[config.mk]
export PLATFORM = sky130hd
export DESIGN_NAME = cph_cell
export DESIGN_NICKNAME = d
export VERILOG_FILES = /design/src/rtl/cph_pkg.sv /design/src/rtl/cph_cell.sv
export SDC_FILE = /design/constraint.sdc
export NUM_CORES = 2
export LEC_CHECK = 0
export BUFFER_PORTS_ARGS = -buffer_cell sky130_fd_sc_hd__clkbuf_2
export CELL_PAD_IN_SITES_DETAIL_PLACEMENT = 0
export CELL_PAD_IN_SITES_GLOBAL_PLACEMENT = 1
export CORE_AREA = 2 2 484 486
export DETAILED_ROUTE_END_ITERATION = 16
export DIE_AREA = 0 0 486 488
export HOLD_SLACK_MARGIN = 0.08
export PLACE_DENSITY_LB_ADDON = 0.1
export SETUP_SLACK_MARGIN = 0.4
export SLEW_MARGIN = 25
export SYNTH_ARGS = -nofsm -noshare
export SYNTH_HDL_FRONTEND = slang
export SYNTH_SLANG_ARGS = --single-unit
[constraint.sdc]
create_clock -name clock -period 25.5 [get_ports clock]
set_clock_uncertainty 0.2 [all_clocks]
set_input_delay 0 -clock clock [delete_from_list [all_inputs] [get_ports clock]]
set_output_delay 0 -clock clock [all_outputs]
set_load 0.01 [all_outputs]
[src/rtl/cph_pkg.sv]
// Shared constants, pipeline item type and helper functions for the hemisphere mapper.
package cph_pkg;

   localparam int SAMPLE_BITS_DEF = 16;
   localparam int SAMPLE_BITS_MAX = 24;

   localparam int CORDIC_STEPS = 16;
   localparam int LOG_FRAC     = 24;
   localparam int DIV_STEPS    = 30;
   localparam int EXP_STEPS    = 24;
   localparam int SQRT_STEPS   = 31;

   // stage map of the cell row
   localparam int ST_PREP   = LOG_FRAC;
   localparam int ST_DIV0   = ST_PREP + 1;
   localparam int ST_EXP0   = ST_DIV0 + DIV_STEPS;
   localparam int ST_SHIFT  = ST_EXP0 + EXP_STEPS;
   localparam int ST_SQUARE = ST_SHIFT + 1;
   localparam int ST_SQRT0  = ST_SQUARE + 1;
   localparam int ST_MULU   = ST_SQRT0 + SQRT_STEPS;
   localparam int ST_MULV   = ST_MULU + 1;
   localparam int ST_ROUND  = ST_MULV + 1;
   localparam int NUM_CELLS = ST_ROUND + 1;

   localparam logic [30:0] ONE_Q30    = 31'h4000_0000;
   localparam logic [33:0] CORDIC_GAIN = 34'h0_26DD_3B6A;
   localparam logic [14:0] W_MAX      = 15'd32767;

   localparam logic [31:0] ATAN_TURN [CORDIC_STEPS] = '{
      32'h20000000, 32'h12E4051E, 32'h09FB385B, 32'h051111D4,
      32'h028B0D43, 32'h0145D7E1, 32'h00A2F61E, 32'h00517C55,
      32'h0028BE53, 32'h00145F2F, 32'h000A2F98, 32'h000517CC,
      32'h00028BE6, 32'h000145F3, 32'h0000A2FA, 32'h0000517D
   };

   typedef struct packed {
      logic signed [33:0] x;
      logic signed [33:0] y;
      logic signed [33:0] z;
      logic [1:0]         q;
      logic               one;
      logic [30:0]        m;
      logic [23:0]        frac;
      logic [4:0]         p;
      logic [37:0]        num;
      logic [16:0]        rem;
      logic [29:0]        quo;
      logic [30:0]        r;
      logic [30:0]        ct;
      logic [60:0]        rad;
      logic [61:0]        res;
      logic [63:0]        pu;
      logic [63:0]        pv;
      logic               negu;
      logic               negv;
      logic signed [15:0] du;
      logic signed [15:0] dv;
      logic [14:0]        w15;
   } item_type;

   // c_k = 2^(-2^-k) in Q30, evaluated at elaboration
   function automatic logic [29:0] exp_coef(input int k);
      logic [63:0] c;
      logic [63:0] n;
      logic [63:0] res;
      logic [63:0] b;
      c = 64'd1 << 29;
      for (int i = 1; i <= k; i++) begin
         n   = c << 30;
         res = '0;
         b   = 64'd1 << 62;
         for (int j = 0; j < 32; j++) begin
            if (n >= res + b) begin
               n   = n - (res + b);
               res = (res >> 1) + b;
            end else begin
               res = res >> 1;
            end
            b = b >> 2;
         end
         c = res;
      end
      return c[29:0];
   endfunction

   // Q60 product magnitude to saturated Q15
   function automatic logic signed [15:0] scale_q15(input logic [63:0] prod, input logic neg);
      logic [64:0] sum;
      logic [19:0] r;
      logic signed [15:0] val;
      sum = {1'b0, prod} + (65'd1 << 44);
      r   = sum[64:45];
      if (neg) begin
         if (r > 20'd32768) val = -16'sd32768;
         else val = 16'(-$signed({1'b0, r}));
      end else begin
         if (r > 20'd32767) val = 16'sd32767;
         else val = $signed(r[15:0]);
      end
      return val;
   endfunction

endpackage

[src/rtl/cph_cell.sv]
// One pipeline cell: a registered step of the mapper, chosen by its position in the row.
module cph_cell import cph_pkg::*; #(
   parameter int STAGE       = 0,
   parameter int SAMPLE_BITS = SAMPLE_BITS_DEF
) (
   input  logic        clock,
   input  logic        reset,
   input  logic [15:0] cosine_exponent,
   input  logic        up_valid,
   input  item_type    up_item,
   output logic        up_ready,
   output logic        dn_valid,
   output item_type    dn_item,
   input  logic        dn_ready
);

   logic     valid_ff;
   item_type item_ff;
   item_type item_in;

   assign up_ready = !valid_ff || dn_ready;
   assign dn_valid = valid_ff;
   assign dn_item  = item_ff;

   always_ff @(posedge clock) begin
      if (reset) begin
         valid_ff <= 1'b0;
      end else if (up_ready) begin
         valid_ff <= up_valid;
      end
      if (up_ready && up_valid) begin
         item_ff <= item_in;
      end
   end

   generate
      if (STAGE < LOG_FRAC) begin : g_log
         localparam int CI = STAGE % CORDIC_STEPS;
         logic [61:0]        sq;
         logic signed [33:0] dx;
         logic signed [33:0] dy;
         logic signed [33:0] at;
         always_comb begin
            item_in = up_item;
            // log2 fraction bit by squaring
            sq = 62'(up_item.m) * 62'(up_item.m);
            if (sq[61]) begin
               item_in.m    = sq[61:31];
               item_in.frac = {up_item.frac[22:0], 1'b1};
            end else begin
               item_in.m    = sq[60:30];
               item_in.frac = {up_item.frac[22:0], 1'b0};
            end
            dx = up_item.y >>> CI;
            dy = up_item.x >>> CI;
            at = $signed({2'b00, ATAN_TURN[CI]});
            if (STAGE < CORDIC_STEPS) begin
               if (!up_item.z[33]) begin
                  item_in.x = up_item.x - dx;
                  item_in.y = up_item.y + dy;
                  item_in.z = up_item.z - at;
               end else begin
                  item_in.x = up_item.x + dx;
                  item_in.y = up_item.y - dy;
                  item_in.z = up_item.z + at;
               end
            end
         end
      end else if (STAGE == ST_PREP) begin : g_prep
         logic [28:0] nl;
         logic [16:0] d;
         logic [37:0] numer;
         always_comb begin
            item_in = up_item;
            nl    = (29'(SAMPLE_BITS - 32'(up_item.p)) << LOG_FRAC) - 29'(up_item.frac);
            d     = 17'(cosine_exponent) + 17'd256;
            numer = {1'b0, nl, 8'd0} + 38'(d >> 1);
            item_in.num = numer;
            item_in.rem = 17'(numer[37:30]);
            item_in.quo = '0;
            item_in.r   = ONE_Q30;
            // fold the nearest quadrant back in
            case (up_item.q)
               2'd0: begin item_in.x = up_item.x;  item_in.y = up_item.y;  end
               2'd1: begin item_in.x = -up_item.y; item_in.y = up_item.x;  end
               2'd2: begin item_in.x = -up_item.x; item_in.y = -up_item.y; end
               default: begin item_in.x = up_item.y; item_in.y = -up_item.x; end
            endcase
         end
      end else if (STAGE < ST_EXP0) begin : g_div
         localparam int DB = ST_EXP0 - 1 - STAGE;
         logic [17:0] sh;
         logic [16:0] d;
         always_comb begin
            item_in = up_item;
            d  = 17'(cosine_exponent) + 17'd256;
            sh = {up_item.rem, up_item.num[DB]};
            if (sh >= {1'b0, d}) begin
               item_in.rem     = 17'(sh - {1'b0, d});
               item_in.quo[DB] = 1'b1;
            end else begin
               item_in.rem = sh[16:0];
            end
         end
      end else if (STAGE < ST_SHIFT) begin : g_exp
         localparam int K = STAGE - ST_EXP0 + 1;
         localparam logic [29:0] COEF = exp_coef(K);
         logic [61:0] prod;
         always_comb begin
            item_in = up_item;
            prod = 62'(up_item.r) * 62'(COEF) + (62'd1 << 29);
            if (up_item.quo[LOG_FRAC - K]) begin
               item_in.r = prod[60:30];
            end
         end
      end else if (STAGE == ST_SHIFT) begin : g_shift
         logic [5:0]  n;
         logic [30:0] c;
         always_comb begin
            item_in = up_item;
            n = up_item.quo[29:24];
            if (n >= 6'd31) c = '0;
            else c = up_item.r >> n;
            if (up_item.one || c > ONE_Q30) c = ONE_Q30;
            item_in.ct = c;
         end
      end else if (STAGE == ST_SQUARE) begin : g_square
         logic [61:0] sq;
         logic [15:0] wr;
         always_comb begin
            item_in = up_item;
            sq = 62'(up_item.ct) * 62'(up_item.ct);
            item_in.rad = 61'((62'd1 << 60) - sq);
            item_in.res = '0;
            wr = 16'((up_item.ct + 31'd16384) >> 15);
            item_in.w15 = (wr > 16'(W_MAX)) ? W_MAX : wr[14:0];
         end
      end else if (STAGE < ST_MULU) begin : g_sqrt
         localparam int BP = 60 - 2 * (STAGE - ST_SQRT0);
         logic [61:0] b;
         logic [61:0] t;
         always_comb begin
            item_in = up_item;
            b = 62'd1 << BP;
            t = up_item.res + b;
            if ({1'b0, up_item.rad} >= t) begin
               item_in.rad = 61'({1'b0, up_item.rad} - t);
               item_in.res = (up_item.res >> 1) + b;
            end else begin
               item_in.res = up_item.res >> 1;
            end
         end
      end else if (STAGE == ST_MULU) begin : g_mulu
         logic [32:0] mag;
         always_comb begin
            item_in = up_item;
            mag = up_item.x[33] ? 33'(-up_item.x) : up_item.x[32:0];
            item_in.negu = up_item.x[33];
            item_in.pu   = 64'(up_item.res[30:0]) * 64'(mag);
         end
      end else if (STAGE == ST_MULV) begin : g_mulv
         logic [32:0] mag;
         always_comb begin
            item_in = up_item;
            mag = up_item.y[33] ? 33'(-up_item.y) : up_item.y[32:0];
            item_in.negv = up_item.y[33];
            item_in.pv   = 64'(up_item.res[30:0]) * 64'(mag);
         end
      end else begin : g_round
         always_comb begin
            item_in = up_item;
            item_in.du = scale_q15(up_item.pu, up_item.negu);
            item_in.dv = scale_q15(up_item.pv, up_item.negv);
         end
      end
   endgenerate

endmodule

# == Word level (Yosys, flattened, before mapping) ==
# Cells that the tools add are included.
# totals
out_inout_bits,614
in_bits,632
elab_cells,35
reg_bits,613
# op_classes
n_mux,2
multipliers,1
n_reduce_logical,3
n_addsub,5
# ops
operator,n
2-to-1 mux 102 bit,1
subtractor 34 bit,2
multiplier 31 x 31 -> 62 bit,1
2-to-1 mux 54 bit,1
"adder 34 x 31 -> 34 bit, second input constant",1
adder 34 bit,1
"subtractor 34 x 31 -> 34 bit, second input constant",1
logical AND 1 bit,1
zero test 1 bit,1
logical OR 1 bit,1

# == Longest topological paths before layout ==
# logic_depth
word_depth,3
mapped_depth,33
ltp_nobuf,28

# == Least setup slack after synthesis ==
# Ideal clock, no wire load.
# synth_path
kind,register to register
start,"register valid_ff, in the netlist dn_valid"
end,"register item_ff, in the netlist dn_item[0] (enable)"
path_buffers,0
setup_slack_ns,9.909
path_stages_with_launch,3
t_arrival_ns,14.332
setup_ns,1.059
period_less_slack_ns,15.591
t_required_ns,24.241
path_cell_list,dfxtp_1 > nand2b_1 > and2_1
# synth_via
elab_chain_len,3
# synth_lines
item,line,source
start: declaration,cph_cell.sv:17,logic valid_ff;
start signal: assignment,cph_cell.sv:29,valid_ff <= up_valid;
zero test 1 bit,cph_cell.sv:21,assign up_ready = !valid_ff || dn_ready;
logical OR 1 bit,cph_cell.sv:21,
net up_ready,cph_cell.sv:11,"output logic up_ready,"
logical AND 1 bit,cph_cell.sv:31,if (up_ready && up_valid) begin
end signal: assignment,cph_cell.sv:32,item_ff <= item_in;
end: declaration,cph_cell.sv:18,item_type item_ff;
# The timed path passes the listed nets, and every way through them passes these cells.
# A chain may end at the register's enable or synchronous reset.

==> summary.md <==
| Metric | Value |
|---|---|
| Weighted congestion at the end of routability-driven global placement | `roughly 0.96` |
| Slowest-stage cell, CP | `a2111oi_2` |
| Simple-gate share of the synthesized area | `about 7.7%` |
| Avg Synthesized Cell Area | `11.68 sq um` |
| Commonest cells post-synth | `inv_1 (1016), fa_1 (751), edfxtp_1 (611)` |
| Core area | `231900 sq um` |
| Initial antenna violation count | `203` |
| Multi-input logic area | `28450 sq um` |
| Leading register cell type out of synthesis | `edfxtp_1` |
| Area of the mapped netlist | `51240 sq um` |
| Worst min-delay path category | `in2reg` |
| Remaining global-route overflow | `0` |
| Synthesized-area fraction occupied by xor and xnor cells | `2.203%` |
| Clock slew seen by the registers of the worst setup and hold paths | `0.06 ns` |
| TNS Setup | `0 ns` |
| Largest stage delay, worst path | `0.66 ns` |
| Req. time, crit path | `25.83 ns` |
| Maximum number of buffers from clock root to sink | `3` |
| Worst setup slack for register-to-register paths | `21.86 ns` |
| Data arrival time at the worst-slack endpoint | `9.44 ns` |
| Drt first pass iters | `5` |
| Most frequently used cell type in the post-synthesis netlist | `inv_1` |
| Number of synthesized register bits | `612` |
| Biggest area contributors in the synthesized netlist | `edfxtp_1 (36%), fa_1 (29%), ha_1 (9.1%)` |
| Final period utilization | `35.72%` |
| Die height | `488 um` |
| WL/cell | `27.93 um` |
| Area share of the largest cell type after synthesis | `a little over a third` |
| FF/Latch Area | `between 15000 and 20000 sq um` |
| Startpoint class of the critical path | `input port` |
| Element type at the critical path end | `register` |
| Most common cell type on the critical path | `fa_1` |
| Final HPWL from detailed placement | `232000 um` |
| Final Max Tran Viols | `0` |
| Clock root buffer master | `clkbuf_16` |
| Number of vias in the routed layout | `42160` |
| Nets@finish | `8518` |
| Maximum fanout along the worst path | `41` |
| Clk Latency, worst-skew pair | `0.73 ns` |
| Worst path top cell family by delay | `adder cells` |
| Number of enable flip-flop cells after synthesis | `611` |
| Largest net degree at the start of global routing | `124` |
| Clock tree from TritonCTS | `built` |
| Drt first-iter violations | `2492` |
| Number of setup violations in the final report | `0` |
| Share of the yosys chip area belonging to registers | `35.85%` |
| Result of the run | `finished clean` |
| Post-synthesis instance total | `4386` |
| Asr flop ratio synth | `0%` |
| Die span in x | `486 um` |
| Worst path bufs/invs | `6` |
| Unique cell type count in the Yosys netlist | `87` |
| Synthesized net count | `~6000` |
| Slew margin rel. | `between 30% and 40%` |
| Unrepaired setup endpoints after global routing | `false` |
| Min cycle time layout | `9.109 ns` |
| Starting utilization of the core area | `22.10%` |
| # fillers | `around 24000` |
| Adder and majority gate portion of the synthesized area | `38.45%` |
| CTS H-Tree Depth | `3` |
| Number of violations of the max-capacitance limit | `0` |
| Slew of the pin with the lowest slew margin | `1.026 ns` |
| Share of synthesized area spent on multiplexers | `0.8620%` |
| Number of CTS-inserted buffers | `84` |
| Wire length of the first global-routing pass | `374500 um` |
| Final Hold Vio Count | `0` |
| Ys Warns | `0` |
| Number of placement rows | `about 180` |
| Wire length reported by the detailed router | `about 280000 um` |
| Number of global-route vias before repair | `roughly 44000` |
| Die area | `237200 sq um` |
| Area added between synthesis and finish | `47.67%` |
| Number of clock sinks | `slightly above 600` |
| Area fraction in compound gates after synthesis | `6.279%` |
| Number of input and output port buffers inserted | `1228` |
| I/O pin cnt | `1246` |
| Detail Route Antenna Nets | `0` |
| DRC Markers | `0` |
| Fmax | `109.8 MHz` |
| Global routing usage summed across all routing layers | `about 23%` |
| Vias per Instance | `about 4.2` |
| Fraction of layout instances using a drive strength above 1 | `between 20% and 30%` |
| Synth area leader | `edfxtp_1` |
| Crit Path Category | `in2reg` |
| Dominant combinational cell family by area after synthesis | `adder cells` |
path summary, 6_finish.rpt:
check | depth (start not counted) | startpoint | end
worst max-delay path | 27 | up_item[491] | dn_item[477]
worst min-delay path | 7 | up_item[550] | dn_item[552]
worst max register to register | 5 | dn_valid | dn_item[450]
worst min register to register | 3 | dn_valid | dn_item[594]
routing by layer:
| layer | share of wire (%) | GRT usage [%] | vias up |
|---|---|---|---|
| li1 | - | - | 18880 |
| met1 | 38 | 26.56 | 21190 |
| met2 | 47 | 38.52 | 1472 |
| met3 | 8.3 | 8.258 | 513 |
| met4 | 5.9 | 11.16 | 108 |
| met5 | 0.23 | 0 | - |
logic make-up after synthesis:
kind of cell               after synthesis
xor gates and xnor gates               128
muxes                                   42
and+or+nand+nor                        825
AOI/OAI and AO/OA                      486
adders and majority gates             1124
buffers and inverters                 1169
DFF                                    612
state kept, by name (all words and copies together) (netlist names):
signal,cells
dn_item,611
dn_valid,1
cells in the final DEF (no fill, tap or decap), drive strengths merged, types with 13 or more instances in the layout:
cell type / Yosys / routed
a21o: 49 / 49
a21oi: 169 / 169
a31oi: 19 / 19
and2: 194 / 194
and3: 15 / 15
buf: 27 / 44
clkbuf: 121 / 1332
clkinv: 5 / 39
diode: 0 / 126
dlygate4sd3: 0 / 1167
edfxtp: 611 / 611
fa: 751 / 751
ha: 373 / 373
inv: 1016 / 1019
mux2: 17 / 17
mux2i: 25 / 25
nand2: 325 / 325
nand2b: 17 / 17
nand3: 25 / 25
nand4: 23 / 23
nor2: 148 / 148
nor2b: 16 / 16
nor3: 27 / 27
o21a: 13 / 13
o21ai: 93 / 93
o21bai: 37 / 37
xnor2: 99 / 99
xor2: 29 / 29
worst min-delay path, cell delays in order:
cell and delay (ns):
clkbuf_2 0.13, ha_1 0.21, or4_1 0.12, o22ai_1 0.13
nand2_1 0.09, o21ai_0 0.09, xnor2_1 0.18
cell type report:
class | count | area share (%)
clock buffer | 105 | 2.882
antenna | 126 | 0.4167
timing repair buffer | 2438 | 24.03
inverter | 1021 | 5.065
sequential | 612 | 24.28
clock inverter | 48 | 0.6979
tap | 3043 | 5.032
multi-input combinational | 2605 | 37.60
per-stage QoR:
stage               cells  setup WS, ns  hold WS, ns  instance area [sq um]  util, %
finish               9998         16.39       0.1536                  75660    32.63
global route         9944         15.98       0.1129                  75520    32.57
CTS                  9871         16.35      0.08236                  75330    32.49
detailed placement   8551         15.55     -0.03420                  60930    26.28
global placement     8551         15.52     -0.03916                  60930    26.28
floorplan            4386         9.909      -0.1309                  51240        -
what timing repair did:
action / 4_1_cts / 5_1_grt
endpoints found under the hold margin: 610 / 1
resized for setup: 0 / 0
hold buffers: 1167 / 1
buffers inserted: 0 / 0
Power is left out: the tool's default activity adds up to more than one toggle a clock period on the data nets, which glitch-free logic cannot reach.
